**config.mk**
```make
export PLATFORM = sky130hd
export DESIGN_NAME = char_lcd_nibble_sequencer
export DESIGN_NICKNAME = d
export VERILOG_FILES = /design/src/design/clcd_pkg.sv /design/src/design/clcd_ctrl.sv /design/src/design/clcd_dp.sv /design/src/design/char_lcd_nibble_sequencer.sv
export SDC_FILE = /design/constraint.sdc
export NUM_CORES = 1
export LEC_CHECK = 0
export BUFFER_PORTS_ARGS = -buffer_cell sky130_fd_sc_hd__buf_2
export CORE_MARGIN = 2
export CORE_UTILIZATION = 55
export CTS_BUF_LIST = sky130_fd_sc_hd__clkbuf_4 sky130_fd_sc_hd__clkbuf_8
export CTS_CLUSTER_DIAMETER = 120
export DETAILED_ROUTE_END_ITERATION = 8
export HOLD_SLACK_MARGIN = 0.12
export PLACE_DENSITY = 0.93
export SYNTH_ARGS = -nofsm -noshare
export SYNTH_HDL_FRONTEND = slang
export SYNTH_SLANG_ARGS = --single-unit
```
**constraint.sdc**
```tcl
create_clock -name clk -period 3.6 [get_ports clk]
set_input_delay 0.54 -clock clk [delete_from_list [all_inputs] [get_ports clk]]
set_output_delay 0.54 -clock clk [all_outputs]
set_load 0.02 [all_outputs]
```
**src/design/clcd_pkg.sv**
```systemverilog
`default_nettype none

package clcd_pkg;

    typedef enum logic [1:0] {
        CMD_BEGIN  = 2'd0,
        CMD_CURSOR = 2'd1,
        CMD_CHAR   = 2'd2,
        CMD_NONE   = 2'd3
    } cmd_t;

    typedef enum logic [1:0] {
        REG_NUM_LINES = 2'd0,
        REG_TALL_FONT = 2'd1
    } reg_index_t;

    typedef enum logic {
        ST_IDLE = 1'b0,
        ST_RUN  = 1'b1
    } state_t;

    localparam int STEP_W = 4;

    // final step of a begin run and of a single byte run
    localparam logic [STEP_W-1:0] BEGIN_LAST_STEP = 4'd12;
    localparam logic [STEP_W-1:0] BYTE_LAST_STEP  = 4'd1;

    localparam logic [15:0] WAIT_POWER_UP = 16'd50000;
    localparam logic [15:0] WAIT_SETTLE   = 16'd100;
    localparam logic [15:0] WAIT_WAKE_LONG  = 16'd4600;
    localparam logic [15:0] WAIT_WAKE_SHORT = 16'd250;
    localparam logic [15:0] WAIT_CLEAR    = 16'd2100;

    localparam logic [3:0] NIB_WAKE   = 4'h3;
    localparam logic [3:0] NIB_4BIT   = 4'h2;
    localparam logic [7:0] BYTE_DISPLAY_ON = 8'h0C;
    localparam logic [7:0] BYTE_CLEAR      = 8'h01;
    localparam logic [7:0] BYTE_ENTRY_MODE = 8'h06;
    localparam logic [7:0] BYTE_FUNC_BASE  = 8'h20;
    localparam logic [7:0] FUNC_TWO_LINE   = 8'h08;
    localparam logic [7:0] FUNC_TALL_FONT  = 8'h04;
    localparam logic [7:0] BYTE_SET_ADDR   = 8'h80;

    localparam logic [6:0] ROW_BASE [4] = '{7'h00, 7'h40, 7'h14, 7'h54};

    typedef struct packed {
        logic              load;
        logic              emit;
        logic              is_begin;
        logic              is_last;
        logic [STEP_W-1:0] step;
    } dp_ctrl_t;

endpackage

`default_nettype wire

```
**src/design/clcd_ctrl.sv**
```systemverilog
`default_nettype none

module clcd_ctrl
    import clcd_pkg::*;
(
    input  wire logic       clk,
    input  wire logic       rst_n,
    input  wire logic       start,
    input  wire logic [1:0] cmd,
    output logic            busy,
    output dp_ctrl_t        ctrl
);

    state_t            state_reg, state_next;
    logic [STEP_W-1:0] step_reg, step_next;
    logic              begin_reg, begin_next;
    logic              accept;

    assign busy   = (state_reg != ST_IDLE);
    assign accept = start && !busy;

    always_ff @(posedge clk or negedge rst_n)
    begin
        if (!rst_n)
        begin
            state_reg <= ST_IDLE;
            step_reg  <= '0;
            begin_reg <= 1'b0;
        end
        else
        begin
            state_reg <= state_next;
            step_reg  <= step_next;
            begin_reg <= begin_next;
        end
    end

    always_comb
    begin
        state_next    = state_reg;
        step_next     = step_reg;
        begin_next    = begin_reg;
        ctrl.load     = 1'b0;
        ctrl.emit     = 1'b0;
        ctrl.is_begin = begin_reg;
        ctrl.step     = step_reg;
        ctrl.is_last  = begin_reg ? (step_reg == BEGIN_LAST_STEP)
                                  : (step_reg == BYTE_LAST_STEP);
        unique case (state_reg)
            ST_IDLE:
            begin
                if (accept && (cmd != CMD_NONE))
                begin
                    ctrl.load  = 1'b1;
                    begin_next = (cmd == CMD_BEGIN);
                    step_next  = '0;
                    state_next = ST_RUN;
                end
            end
            ST_RUN:
            begin
                ctrl.emit = 1'b1;
                if (ctrl.is_last)
                begin
                    state_next = ST_IDLE;
                end
                else
                begin
                    step_next = step_reg + 1'b1;
                end
            end
            default:
            begin
                state_next = ST_IDLE;
            end
        endcase
    end

endmodule

`default_nettype wire

```
**src/design/clcd_dp.sv**
```systemverilog
`default_nettype none

module clcd_dp
    import clcd_pkg::*;
(
    input  wire logic        clk,
    input  wire logic        rst_n,
    input  wire logic        cfg_valid,
    input  wire logic [1:0]  cfg_index,
    input  wire logic [2:0]  cfg_data,
    input  wire logic [1:0]  cmd,
    input  wire logic [7:0]  char_code,
    input  wire logic [5:0]  column,
    input  wire logic [1:0]  row,
    input  dp_ctrl_t         ctrl,
    output logic             strobe,
    output logic             register_select,
    output logic [3:0]       nibble,
    output logic             pulse,
    output logic [15:0]      wait_us,
    output logic             last
);

    logic [2:0]  num_lines_reg;
    logic        tall_font_reg;
    logic [7:0]  byte_reg, byte_next;
    logic [7:0]  func_reg, func_next;
    logic        rs_reg, rs_next;

    logic        strobe_reg;
    logic        rs_out_reg, rs_out_next;
    logic [3:0]  nib_reg, nib_next;
    logic        pulse_reg, pulse_next;
    logic [15:0] wait_reg, wait_next;
    logic        last_reg;

    logic [1:0]        row_clamped;
    logic [2:0]        lines_m1;
    logic [7:0]        addr_sum;
    logic [7:0]        cur_byte;
    logic [STEP_W-1:0] step_ahead;

    always_ff @(posedge clk or negedge rst_n)
    begin
        if (!rst_n)
        begin
            num_lines_reg <= 3'd1;
            tall_font_reg <= 1'b0;
        end
        else if (cfg_valid)
        begin
            unique case (cfg_index)
                REG_NUM_LINES: num_lines_reg <= cfg_data;
                REG_TALL_FONT: tall_font_reg <= cfg_data[0];
                default:       ;
            endcase
        end
    end

    // row clamp and DDRAM address for set cursor
    assign lines_m1 = num_lines_reg - 3'd1;
    always_comb
    begin
        if (num_lines_reg == 3'd0)
            row_clamped = 2'd0;
        else if ({1'b0, row} >= num_lines_reg)
            row_clamped = lines_m1[1:0];
        else
            row_clamped = row;
    end
    assign addr_sum = {2'b00, column} + {1'b0, ROW_BASE[row_clamped]};

    always_comb
    begin
        func_next = BYTE_FUNC_BASE;
        if (num_lines_reg > 3'd1)
            func_next = func_next | FUNC_TWO_LINE;
        if (tall_font_reg && (num_lines_reg == 3'd1))
            func_next = func_next | FUNC_TALL_FONT;
        byte_next = (cmd == CMD_CHAR) ? char_code : (BYTE_SET_ADDR | {1'b0, addr_sum[6:0]});
        rs_next   = (cmd == CMD_CHAR);
    end

    always_ff @(posedge clk)
    begin
        if (ctrl.load)
        begin
            func_reg <= func_next;
            byte_reg <= byte_next;
            rs_reg   <= rs_next;
        end
    end

    // byte pairs of a begin run sit on steps 5-6, 7-8, 9-10 and 11-12
    assign step_ahead = ctrl.step + 4'd1;

    // byte being sent at this step of a begin run
    always_comb
    begin
        case (step_ahead[3:1])
            3'd3:    cur_byte = func_reg;
            3'd4:    cur_byte = BYTE_DISPLAY_ON;
            3'd5:    cur_byte = BYTE_CLEAR;
            default: cur_byte = BYTE_ENTRY_MODE;
        endcase
    end

    always_comb
    begin
        rs_out_next = 1'b0;
        pulse_next  = 1'b1;
        wait_next   = WAIT_SETTLE;
        nib_next    = 4'h0;
        if (ctrl.is_begin)
        begin
            case (ctrl.step)
                4'd0:
                begin
                    pulse_next = 1'b0;
                    wait_next  = WAIT_POWER_UP;
                end
                4'd1, 4'd2:
                begin
                    nib_next  = NIB_WAKE;
                    wait_next = WAIT_WAKE_LONG;
                end
                4'd3:
                begin
                    nib_next  = NIB_WAKE;
                    wait_next = WAIT_WAKE_SHORT;
                end
                4'd4:
                begin
                    nib_next = NIB_4BIT;
                end
                default:
                begin
                    // odd steps carry the high nibble, even steps the low one
                    nib_next = ctrl.step[0] ? cur_byte[7:4] : cur_byte[3:0];
                    if (ctrl.step == 4'd10)
                        wait_next = WAIT_CLEAR;
                end
            endcase
        end
        else
        begin
            rs_out_next = rs_reg;
            nib_next    = ctrl.step[0] ? byte_reg[3:0] : byte_reg[7:4];
        end
    end

    always_ff @(posedge clk or negedge rst_n)
    begin
        if (!rst_n)
            strobe_reg <= 1'b0;
        else
            strobe_reg <= ctrl.emit;
    end

    always_ff @(posedge clk)
    begin
        if (ctrl.emit)
        begin
            rs_out_reg <= rs_out_next;
            nib_reg    <= nib_next;
            pulse_reg  <= pulse_next;
            wait_reg   <= wait_next;
            last_reg   <= ctrl.is_last;
        end
    end

    assign strobe          = strobe_reg;
    assign register_select = rs_out_reg;
    assign nibble          = nib_reg;
    assign pulse           = pulse_reg;
    assign wait_us         = wait_reg;
    assign last            = last_reg;

endmodule

`default_nettype wire

```
**src/design/char_lcd_nibble_sequencer.sv**
```systemverilog
`default_nettype none

// Character LCD 4-bit bus sequencer. A request is taken when start is high
// and busy is low; it then produces one bus write per clock cycle, each shown
// for a single cycle with strobe high, and the receiver must take it then.
// Begin gives 13 writes, set cursor and write character give 2 each; the
// final write carries last. The control state machine steps through the
// writes of an item and holds busy high up to its final step, and the next
// item may start as its last write shows. cmd 3 is taken and gives nothing.
// Configuration writes are always ready.
module char_lcd_nibble_sequencer
    import clcd_pkg::*;
(
    input  wire logic        clk,
    input  wire logic        rst_n,
    input  wire logic        start,
    output logic             busy,
    input  wire logic [1:0]  cmd,
    input  wire logic [7:0]  char_code,
    input  wire logic [5:0]  column,
    input  wire logic [1:0]  row,
    input  wire logic        cfg_valid,
    output logic             cfg_ready,
    input  wire logic [1:0]  cfg_index,
    input  wire logic [2:0]  cfg_data,
    output logic             strobe,
    output logic             register_select,
    output logic [3:0]       nibble,
    output logic             pulse,
    output logic [15:0]      wait_us,
    output logic             last
);

    dp_ctrl_t ctrl;

    assign cfg_ready = 1'b1;

    clcd_ctrl u_ctrl (
        .clk   (clk),
        .rst_n (rst_n),
        .start (start),
        .cmd   (cmd),
        .busy  (busy),
        .ctrl  (ctrl)
    );

    clcd_dp u_dp (
        .clk             (clk),
        .rst_n           (rst_n),
        .cfg_valid       (cfg_valid),
        .cfg_index       (cfg_index),
        .cfg_data        (cfg_data),
        .cmd             (cmd),
        .char_code       (char_code),
        .column          (column),
        .row             (row),
        .ctrl            (ctrl),
        .strobe          (strobe),
        .register_select (register_select),
        .nibble          (nibble),
        .pulse           (pulse),
        .wait_us         (wait_us),
        .last            (last)
    );

endmodule

`default_nettype wire
```
After elaboration in Yosys (flattened, before gate mapping)
Index checks and enable logic that the tools add are counted.
- bits in registers: 51
- bits in latches: 0
- RAM bits: 0
- ROM bits: 0
- output and inout port bits: 26
- memories: 0
- add/subtract/negate cells: 3
- $mul: 0
- div/mod/pow operators: 0
- $lt $le $gt $ge: 3
- equal/unequal tests: 15
- shift operators: 0
- muxes and demuxes: 24
- bitwise gates (word level): 2
- reductions and logical operators: 14
- operator list (cell ; number):
    one-hot mux 16 bit (4 select lines) ; 1
    2-to-1 mux 4 bit ; 6
    one-hot mux 8 bit (3 select lines) ; 1
    2-to-1 mux 7 bit ; 3
    binary-select mux 7 bit (select 2 bit) ; 1
    2-to-1 mux 12 bit ; 1
    one-hot mux 4 bit (3 select lines) ; 1
    == test 4 x 2 -> 1 bit, second input constant ; 2
    == test 4 bit, second input constant ; 2
    one-hot mux 4 bit (2 select lines) ; 1
    AND reduction 2 bit ; 4
    adder 6 x 7 -> 7 bit ; 1
    == test 3 bit, second input constant ; 2
    2-to-1 mux 1 bit ; 6
    adder 4 x 1 -> 4 bit, second input constant ; 1
    == test 4 x 1 -> 1 bit, second input constant ; 1
    == test 4 x 3 -> 1 bit, second input constant ; 1
    zero test 2 bit ; 2
    zero test 4 bit ; 1
    2-to-1 mux 2 bit ; 2
    inequality test 2 bit, second input constant ; 2
    == test 3 x 1 -> 1 bit, second input constant ; 1
    == test 3 x 2 -> 1 bit, second input constant ; 1
    greater-or-equal comparator 2 x 3 -> 1 bit ; 1
    14 further kinds ; 16

Depth between registers and ports, before layout
Gate-level depths: netlist (run 1).
- word-level depth: 9
- gate-level depth with buffers: 11

By module
A second synthesis (run 1) with hierarchy kept.
- cell total of the unflattened synthesis: 219
- area, all modules: 2352.3 um^2
- modules (own cells, without submodules) (module ; instances ; cells an instance ; area an instance (um^2) ; sequential area each (um^2)):
    clcd_dp ; 1 ; 181 ; 1998.2 ; 967.2
    clcd_ctrl ; 1 ; 36 ; 342.8 ; 150.1
    char_lcd_nibble_sequencer ; 1 ; 2 ; 11.3 ; 0.0

Worst setup path after synthesis (run 1)
Ideal clock, no wire load.
- path type: register to register
- start: register u_dp.num_lines_reg[0]
- end: register u_dp.byte_reg[6], data pin
- arrival time: 2.358 ns
- required time: 3.435 ns
- setup slack: 1.077 ns
- cell stages (with the launch flop): 12
- cells stage by stage: dfstp_2 -> inv_1 -> ha_1 -> or2_0 -> or3_1 -> o2bb2ai_1 -> ha_1 -> ha_1 -> a21o_1 -> nand2_1 -> and3_4 -> o31ai_2
- cells in the longest elaborated chain, start to end: 9
- elaborated cells on any way between the ends: 11
- those cells by class: 2 x add/sub; 1 x order compare; 6 x mux; 1 x bitwise; 1 x reduce/logical
- RTL lines (what ; RTL line ; source):
    from (decl) ; clcd_dp.sv:24 ; logic [2:0] num_lines_reg;
    from (signal assigned) ; clcd_dp.sv:53 ; REG_NUM_LINES: num_lines_reg <= cfg_data;
    greater-or-equal comparator 2 x 3 -> 1 bit / subtractor 2 x 1 -> 2 bit (equally long branches) ; clcd_dp.sv:66, clcd_dp.sv:61 ;
    2-to-1 mux 2 bit ; clcd_dp.sv:66 ; else if ({1'b0, row} >= num_lines_reg)
    2-to-1 mux 2 bit * ; clcd_dp.sv:64 ; if (num_lines_reg == 3'd0)
    inverter 2 -> 3 bit (not written as such) * ; clcd_dp.sv:71 ; assign addr_sum = {2'b00, column} + {1'b0, ROW_BASE[row_clamped]};
    binary-select mux 7 bit (select 2 bit) * ; clcd_dp.sv:71 ;
    2-to-1 mux 7 bit (not written as such) * (2 in a row) ; clcd_dp.sv:71 ;
    adder 6 x 7 -> 7 bit * ; clcd_dp.sv:71 ;
    2-to-1 mux 7 bit * ; clcd_dp.sv:80 ; byte_next = (cmd == CMD_CHAR) ? char_code : (BYTE_SET_ADDR | {1'b0, addr_sum[6:0]});
    via u_dp.byte_next[6] ; clcd_dp.sv:26 ; logic [7:0] byte_reg, byte_next;
    to (signal assigned) ; clcd_dp.sv:89 ; byte_reg <= byte_next;
    to (decl) ; clcd_dp.sv:26 ;
Mark *: on every way through the listed nets, which the timed path passes. The rest lies on a longest branch. The select of a mux whose other input is x is not followed.
A chain may end at the register's enable or synchronous reset.

Worst setup path in the final report (run 1)
Same ends and word-level chain as after synthesis.

==> reports/metrics.csv, run 1 <==
metric;value;unit
result of the run;completed;
post-CTS clock slew at the launch and capture registers of the worst setup and hold paths;0.07;ns
detail-routed net length per standard cell;12.6;µm
I/O pin count;53;
first-pass GRT wire length;6020;µm
total power consumption of the routed design;1.92;mW
count of max-cap constraint violations;0;
Max rail drop VDD;315;µV
path class of the lowest-slack min-delay path;in -> async;
kind of launch point of the worst setup path;flop;
Layout Cell Area excl Fill;0.00244;mm²
netlist area before placement;0.00213;mm²
logic gate share of total power;41.1;%
core region area;0.00369;mm²
antenna diode count;0;
leakage component of the power;1.09;nW
Post-Synthesis Cells;190;
largest clock skew in the final design;0.00550;ns
post-synth cell types;45;
global route overflow;0;
register bit count reported by yosys;39;
Mapped Avg Cell Area;11.2;µm²
area growth from synthesis to layout;14.9;%
row cnt;22;
Total Neg Setup Slack;0;ns
Period Utilization, post-route;75.8;%
maximum fanout encountered on the critical timing path;5;
switch share;39.8;%
library cell occupying the most area in the post-synthesis netlist;edfxtp_1;
net switching power figure;0.765;mW
Via density;5.40;
leading cell type by number of instances after synthesis;edfxtp_1;
setup slack of the most critical reg-to-reg path;0.87;ns
WL final;3560;µm
number of buffers added by the clock tree synthesis step;5;
sequential fraction of the synthesis area;52.5;%
relative contribution of the clock network to total power;15.8;%
proportion of layout cells with a drive suffix above 1;26.9;%
Data required, critical path;3.61;ns
number of global-route vias before repair;1452;
slew at the pin closest to its max-slew limit;0.853;ns
CTS Root Cell;clkbuf_8;
achievable frequency;366;MHz
type of the setup path with the least slack;reg -> reg;
total track usage;18.3;%
Die Outline Area;0.00438;mm²
power density over the cells;787;mW/mm²
Die Y;66.2;µm
Final Slew Violations;0;
maximum clock path buffer count;2;
insertion delay to the later sink of the worst-skew pair;0.29;ns
biggest area contributors in the synthesized netlist;edfxtp_1 (40%), dfrtp_1 (12%), ha_1 (6.5%);
H-tree levels;2;
Post-synth top cells;edfxtp_1 (28), nand2_1 (16), ha_1 (11);
initial antenna violation count;0;
post-layout min period;2.73;ns
die outline width;66.2;µm
post-cts repair resize count;0;
Finish-stage setup viols;0;
Sink Count;39;
routed via count;1524;
Post-DP Area;0.00235;mm²
Pint;1.16;mW
Filler cells;296;
post-cts hold buffer count;0;
maximum number of pins on one net before global-route repair;22;
RSZ-0062 raised after global routing;false;
fraction of post-synthesis cell area in the top cell type by area;39.5;%
Antenna Violating Nets Remaining;0;
data arrival time of the critical path;2.74;ns
weighted congestion reported at the end of routability-driven placement;0.860;
prevailing post-synth register cell;edfxtp_1;
number of flip-flops in the largest register;10;
DPL Wire Length;2660;µm
WHS;0.120;ns
synth warn;0;
Port Buf Inserts;48;
final hold violation count;0;
Layout Nets;271;
number of DRC markers after the initial detailed-route iteration;58;
Post-synth ARST share;28.2;%
initial core utilization;57.7;%
max_slew headroom;43.0;%
number of buffers inserted by post-CTS setup repair;0;
number of enable-type register cells in the synthesized netlist;28;
number of search-and-repair iterations in the first detailed-routing pass;4;
element type at the critical path end;flop;
TritonCTS clock tree;done;
fraction of power consumed by sequential logic;43.1;%
drt drc;0;
==> power groups by stage <==
stage | Clock (mW) | Sequential, mW | Combinational (mW)
3_3_place_gp | 0 | 0.829 | 0.768
2_1_floorplan | 0 | 0.893 | 0.542
5_1_grt | 0.333 | 0.853 | 0.883
4_1_cts | 0.309 | 0.829 | 0.796
3_5_place_dp | 0 | 0.839 | 0.791
6_report | 0.304 | 0.829 | 0.790
==> cell families after synthesis <==
| kind of cell | share of synthesized area [%] |
|---|---|
| simple gates | 17.6 |
| mux | 5.47 |
| flops | 52.5 |
| other cells | 0.353 |
| fa+ha+maj | 6.47 |
| compound gates | 9.65 |
| buf+inv | 5.82 |
| xor+xnor | 2.06 |
==> layer usage <==
layer  global-route usage, %  vias to the layer above  part of all wire, %  wire [µm]
li1                        -                      752                    -          -
met1                    20.0                      714                   41       1470
met2                    31.9                       50                   51       1820
met3                    6.30                        8                  6.0        214
met4                    8.16                        0                  1.4         51
met5                       0                        -                    0          0
==> cell type report <==
cell class                 instances  area [µm²]  share of cell area [%]
clock buffer                       7        90.1                    3.69
clock inverter                     1        5.00                   0.205
inverter                          10        37.5                    1.54
multi-input combinational        129         893                    36.6
sequential                        39        1120                    45.7
tap                               48        60.1                    2.46
timing repair buffer              48         240                    9.83
==> placed cells by master (no fill, tap or decap), types with 2 or more instances in the layout <==
master	n
a21oi_1	6
a31oi_1	2
and3_1	6
buf_2	48
clkbuf_8	6
conb_1	4
dfrtp_1	10
edfxtp_1	28
ha_1	11
inv_1	10
mux2_1	5
mux2i_1	6
nand2_1	16
nand2b_1	5
nand3_1	6
nand3b_1	2
nor2_1	10
nor2b_1	6
nor3b_1	2
o211ai_1	2
o21ai_0	5
o21ai_1	8
o2bb2ai_1	2
or3_1	3
xnor2_1	2
xor2_1	3
==> metrics by stage <==
stage / worst slack (ns) / util [%] / std cells
after floorplan: 1.08 / - / 192
final: 0.871 / 66.2 / 282
after CTS: 0.866 / 66.2 / 282
after global routing: 0.729 / 66.2 / 282
after global placement: 0.965 / 63.7 / 274
after detailed placement: 0.879 / 63.7 / 274
==> worst paths after layout <==
path	start	endpoint	depth (start not counted)
max in group asynchronous	rst_n	u_dp.num_lines_reg[0]	1
min	rst_n	u_ctrl.step_reg[0]	1
max	u_dp.num_lines_reg[0]	u_dp.byte_reg[6]	11
min reg2reg	u_dp.tall_font_reg	u_dp.tall_font_reg	1
max reg2reg	u_dp.num_lines_reg[0]	u_dp.byte_reg[6]	11
min in group clk	cmd[1]	u_ctrl.begin_reg	2
==> worst max-delay path, stage by stage (launching register included) <==
cell and delay (ns):
dfstp_2 0.57, inv_1 0.06, ha_1 0.21, or2_0 0.21, or3_1 0.38, o2bb2ai_1 0.21, ha_1 0.20, ha_1 0.18
a21o_1 0.12, nand2_1 0.06, a21oi_1 0.16, o31ai_2 0.08
(Power assumes the default switching activity.)
==> run 2: changes to the inputs <==
- clock period: 3.6 -> 2.9 ns (I/O delays scaled with it)
==> reports/metrics.csv, run 2 (synthesis results as in run 1) <==
metric;value;unit;change
met3 WL;191;µm;was 214 µm
number of flip-flops in the largest register;10;;unchanged
post-CTS clock slew at the launch and capture registers of the worst setup and hold paths;0.07;ns;about the same
highest signal layer in the routed design;met4;;unchanged
Layout Cell Area excl Fill;0.00249;mm²;was 0.00244 mm²
maximum clock path buffer count;2;;unchanged
max_slew headroom;62.1;%;was 43.0%
maximum number of pins on one net before global-route repair;21;;was 22
worst hold start;cmd[1];;
row cnt;22;;unchanged
Final Slew Violations;0;;unchanged
number of DRC markers after the initial detailed-route iteration;103;;was 58
element type at the critical path end;flop;;unchanged
met2 routed WL;2070;µm;was 1820 µm
area growth from synthesis to layout;16.9;%;was 14.9%
total track usage;19.5;%;was 18.3%
WL final;3760;µm;was 3560 µm
initial core utilization;57.7;%;unchanged
insertion delay to the later sink of the worst-skew pair;0.29;ns;about the same
path class of the lowest-slack min-delay path;in -> reg;;was in -> async
achievable frequency;364;MHz;was 366 MHz
number of global-route vias before repair;1502;;was 1,452
routed via count;1520;;was 1,524
CTS Root Cell;clkbuf_8;;unchanged
number of buffers added by the clock tree synthesis step;5;;unchanged
Die Outline Area;0.00438;mm²;unchanged
drt drc;0;;unchanged
Layout Nets;274;;was 271
initial antenna violation count;0;;unchanged
global route overflow;0;;unchanged
most frequent cells in the layout;buf_2 (48), edfxtp_1 (28), nand2_1 (16);;unchanged
data arrival time of the critical path;2.88;ns;was 2.74 ns
Max rail drop VDD;414;µV;was 315 µV
largest clock skew in the final design;0.00543;ns;was 0.00550 ns
Sink Count;39;;unchanged
leakage component of the power;1.11;nW;was 1.09 nW
placed instance count;276;;was 274
setup slack of the most critical reg-to-reg path;0.15;ns;was 0.87 ns
core utilization of the finished layout;67.4;%;was 66.2%
Antenna Violating Nets Remaining;0;;unchanged
count of placed standard cells in the final layout, fillers left out;285;;was 282
power density over the cells;994;mW/mm²;was 787 mW/mm²
I/O pin count;53;;unchanged
Data required, critical path;3.03;ns;was 3.61 ns
first-pass GRT wire length;6340;µm;was 6020 µm
sink of the worst hold path;u_ctrl.begin_reg;;
type of the setup path with the least slack;reg -> reg;;unchanged
Port Buf Inserts;48;;unchanged
slew at the pin closest to its max-slew limit;0.567;ns;was 0.853 ns
maximum fanout encountered on the critical timing path;5;;unchanged
detail-routed net length per standard cell;13.2;µm;was 12.6 µm
die outline width;66.2;µm;unchanged
count of max-cap constraint violations;0;;unchanged
post-layout min period;2.75;ns;was 2.73 ns
leading cell type in the layout, fill and taps excluded;buf_2;;unchanged
weighted congestion reported at the end of routability-driven placement;0.837;;was 0.860
hold-critical path depth;2;;
result of the run;completed;;unchanged
Die Y;66.2;µm;unchanged
Period Utilization, post-route;94.8;%;was 75.8%
number of cells on the worst reg-to-reg path;11;;unchanged
final hold violation count;0;;unchanged
RSZ-0062 raised after global routing;false;;unchanged
terminus of the critical flop-to-flop path;u_dp.byte_reg[6];;unchanged
source of the worst register-to-register timing path;u_dp.num_lines_reg[0];;unchanged
number of buffers inserted by post-CTS setup repair;0;;unchanged
TritonCTS clock tree;done;;unchanged
Post-DP Area;0.00236;mm²;was 0.00235 mm²
total routed wire length on the met1 layer;1440;µm;was 1470 µm
H-tree levels;2;;unchanged
Total Neg Setup Slack;0;ns;unchanged
DPL Wire Length;2810;µm;was 2660 µm
Via density;5.33;;was 5.40
proportion of layout cells with a drive suffix above 1;27.4;%;was 26.9%
kind of launch point of the worst setup path;flop;;unchanged
Finish-stage setup viols;0;;unchanged
core region area;0.00369;mm²;unchanged
number of search-and-repair iterations in the first detailed-routing pass;4;;unchanged
antenna diode count;0;;unchanged
[run 2: cell count changes in the layout (fill, tap and decap cells not counted), sizes merged]
cell         previous run  this run
buf                    48        50
clkinv                  1         2
bufinv                  0         1
dlygate4sd3             0         1
clkbuf                  7         5
[run 2: layout make-up]
| class | instances | area, µm² |
|---|---|---|
| multi-input cells | 129 | 900 |
| clock buffers | 5 | 68.8 |
| well taps | 48 | 60.1 |
| flip-flops and latches | 39 | 1120 |
| repair buffers | 51 | 265 |
| fillers | 306 | 1200 |
| clock inverters | 3 | 38.8 |
| inverters | 10 | 37.5 |
[run 2: worst max path at each step]
stage                     startpoint               end  slack [ns]
2_1_floorplan  u_dp.num_lines_reg[0]  u_dp.byte_reg[6]        0.38
3_3_place_gp   u_dp.num_lines_reg[0]  u_dp.byte_reg[6]        0.28
3_5_place_dp   u_dp.num_lines_reg[0]  u_dp.byte_reg[6]        0.15
4_1_cts        u_dp.num_lines_reg[0]  u_dp.byte_reg[6]        0.14
5_1_grt        u_dp.num_lines_reg[0]  u_dp.byte_reg[6]        0.06
6_report       u_dp.num_lines_reg[0]  u_dp.byte_reg[6]        0.15
[run 2: per-layer routing]
metal | GRT usage [%] | up-vias
met2 | 35.9 | 53
met4 | 8.93 | 0
met5 | 0 | -
met1 | 20.5 | 705
li1 | - | 756
met3 | 4.94 | 6
[run 2: worst max-delay path: stages (launching register included)]
cell       delay [ns]
dfstp_2          0.58
inv_1            0.06
ha_1             0.21
or2_0            0.22
or3_1            0.40
o2bb2ai_2        0.17
ha_1             0.20
ha_1             0.20
a21o_1           0.13
nand2_1          0.07
and3_4           0.18
o31ai_2          0.16
[run 2: timing repair]
| action | CTS | global route |
|---|---|---|
| gates resized for setup | 0 | 1 |
| hold endpoints to repair | 10 | 0 |
| hold buffers | 1 | 0 |
| setup endpoints to repair | 0 | 1 |
[run 2: report_power, final]
group	switching, mW	leakage, nW	internal [mW]	total (mW)
registers	0.138	0.399	0.841	0.979
clock network	0.184	0.0556	0.252	0.436
logic	0.651	0.656	0.407	1.06
total	0.973	1.11	1.50	2.47
[run 2: through the flow]
step	hold WS (ns)	worst slack, ns	total power, mW
6_report	0.342	0.152	2.47
5_1_grt	0.349	0.0565	2.64
4_1_cts	0.334	0.140	2.48
3_5_place_dp	0.330	0.151	2.04
3_3_place_gp	0.325	0.283	1.99
2_1_floorplan	0.139	0.377	1.78
==> run 3: changes to the inputs <==
- CORE_UTILIZATION: 55 -> 50
- PLACE_DENSITY: 0.93 -> 0.87
==> reports/metrics.csv, run 3 (synthesis results as in run 1) <==
metric;value;unit;change
initial antenna violation count;0;;unchanged
maximum number of pins on one net before global-route repair;21;;unchanged
number of DRC markers after the initial detailed-route iteration;107;;was 103
result of the run;completed;;unchanged
slew at the pin closest to its max-slew limit;0.546;ns;was 0.567 ns
RSZ-0062 raised after global routing;false;;unchanged
Port Buf Inserts;48;;unchanged
maximum clock path buffer count;2;;unchanged
post-layout min period;2.72;ns;was 2.75 ns
area growth from synthesis to layout;16.2;%;was 16.9%
TritonCTS clock tree;done;;unchanged
WHS;0.352;ns;was 0.342 ns
hold-critical path depth;3;;was 2
largest clock skew in the final design;0.00570;ns;was 0.00543 ns
number of cells on the worst reg-to-reg path;11;;unchanged
number of search-and-repair iterations in the first detailed-routing pass;4;;unchanged
Layout Nets;274;;unchanged
leading cell type in the layout, fill and taps excluded;buf_2;;unchanged
Total Neg Setup Slack;0;ns;unchanged
maximum fanout encountered on the critical timing path;5;;unchanged
proportion of layout cells with a drive suffix above 1;27.4;%;unchanged
routed via count;1475;;was 1,520
final hold violation count;0;;unchanged
Die Y;69.2;µm;was 66.2 µm
WL final;3400;µm;was 3760 µm
Max rail drop VDD;367;µV;was 414 µV
antenna diode count;0;;unchanged
count of max-cap constraint violations;0;;unchanged
final worst-path setup slack;0.183;ns;was 0.152 ns
initial core utilization;52.4;%;was 57.7%
number of buffers inserted by post-CTS setup repair;0;;unchanged
core region area;0.00406;mm²;was 0.00369 mm²
insertion delay to the later sink of the worst-skew pair;0.29;ns;about the same
detail-routed net length per standard cell;11.8;µm;was 13.2 µm
drt drc;0;;unchanged
number of global-route vias before repair;1442;;was 1,502
total track usage;15.0;%;was 19.5%
Sink Count;39;;unchanged
global route overflow;0;;unchanged
Data required, critical path;3.02;ns;was 3.03 ns
row cnt;23;;was 22
DPL Wire Length;2620;µm;was 2810 µm
Via density;5.14;;was 5.33
Filler cells;347;;was 306
leakage component of the power;1.10;nW;was 1.11 nW
post-CTS clock slew at the launch and capture registers of the worst setup and hold paths;0.07;ns;about the same
weighted congestion reported at the end of routability-driven placement;0.765;;was 0.837
Setup WS pre-CTS;0.183;ns;was 0.151 ns
CTS Root Cell;clkbuf_8;;unchanged
die outline width;69.2;µm;was 66.2 µm
Period Utilization, post-route;93.7;%;was 94.8%
number of flip-flops in the largest register;10;;unchanged
I/O pin count;53;;unchanged
Finish-stage setup viols;0;;unchanged
power density over the cells;961;mW/mm²;was 994 mW/mm²
number of buffers added by the clock tree synthesis step;5;;unchanged
count of placed standard cells in the final layout, fillers left out;287;;was 285
H-tree levels;2;;unchanged
total power consumption of the routed design;2.38;mW;was 2.47 mW
Final Slew Violations;0;;unchanged
element type at the critical path end;flop;;unchanged
placed instance count;278;;was 276
type of the setup path with the least slack;reg -> reg;;unchanged
path class of the lowest-slack min-delay path;in -> reg;;unchanged
achievable frequency;368;MHz;was 364 MHz
kind of launch point of the worst setup path;flop;;unchanged
max_slew headroom;63.6;%;was 62.1%
most frequent cells in the layout;buf_2 (48), edfxtp_1 (28), nand2_1 (16);;unchanged
Die Outline Area;0.00479;mm²;was 0.00438 mm²
storage element area;0.00112;mm²;unchanged
data arrival time of the critical path;2.84;ns;was 2.88 ns
Multi-input gate area;893;µm²;was 900 µm²
Antenna Violating Nets Remaining;0;;unchanged
first-pass GRT wire length;5850;µm;was 6340 µm
==> run 3: path summary, 6_finish.rpt <==
| path | start | end | slack [ns] |
|---|---|---|---|
| hold / removal | cfg_data[1] | u_dp.num_lines_reg[1] | 0.35 |
| setup reg to reg | u_dp.num_lines_reg[0] | u_dp.byte_reg[6] | 0.18 |
| min in group asynchronous | rst_n | u_dp.strobe | 0.54 |
| hold reg to reg | u_dp.tall_font_reg | u_dp.tall_font_reg | 0.51 |
| max in group asynchronous | rst_n | u_dp.num_lines_reg[0] | 2.11 |
| setup / recovery | u_dp.num_lines_reg[0] | u_dp.byte_reg[6] | 0.18 |
==> run 3: worst max-delay path: stages, from the launching register on <==
cell and delay (ns):
dfstp_2 0.57, inv_1 0.06, ha_1 0.20, or2_0 0.22, or3_1 0.37, o2bb2ai_1 0.21
ha_1 0.21, ha_1 0.19, a21o_1 0.12, nand2_1 0.06, and3_4 0.18, o31ai_2 0.16
==> run 3: layout make-up <==
cell class	instances	area share (%)
Timing Repair Buffer	51	10.7
Inverter	10	1.52
Clock buffer	7	3.65
Multi-Input combinational cell	129	36.2
Clock inverter	1	0.203
Tap cell	50	2.53
Sequential cell	39	45.2
==> run 3: through the flow <==
stage          cell area (µm²)  util, %
2_1_floorplan             2130        -
3_3_place_gp              2370     58.3
3_5_place_dp              2370     58.3
4_1_cts                   2470     60.9
5_1_grt                   2470     60.9
6_report                  2470     60.9
==> run 3: layer usage <==
metal  GRT usage, %  part of all wire (%)  vias to the layer above
met3           4.36                   6.0                        3
met1           17.3                    43                      669
met2           26.6                    49                       46
met4           5.01                   1.1                        0
li1               -                     -                      757
met5              0                     0                        -
==> run 3: timing repair <==
action                                 CTS  global route
hold buffers                             1             0
resized for setup                        0             0
endpoints found under the hold margin   10             0
==> run 3: power by group <==
group          internal [mW]  switching (mW)  total (mW)
Sequential             0.842           0.138       0.980
Combinational          0.403           0.621        1.02
Clock                  0.201           0.171       0.371
Total                   1.45           0.930        2.38
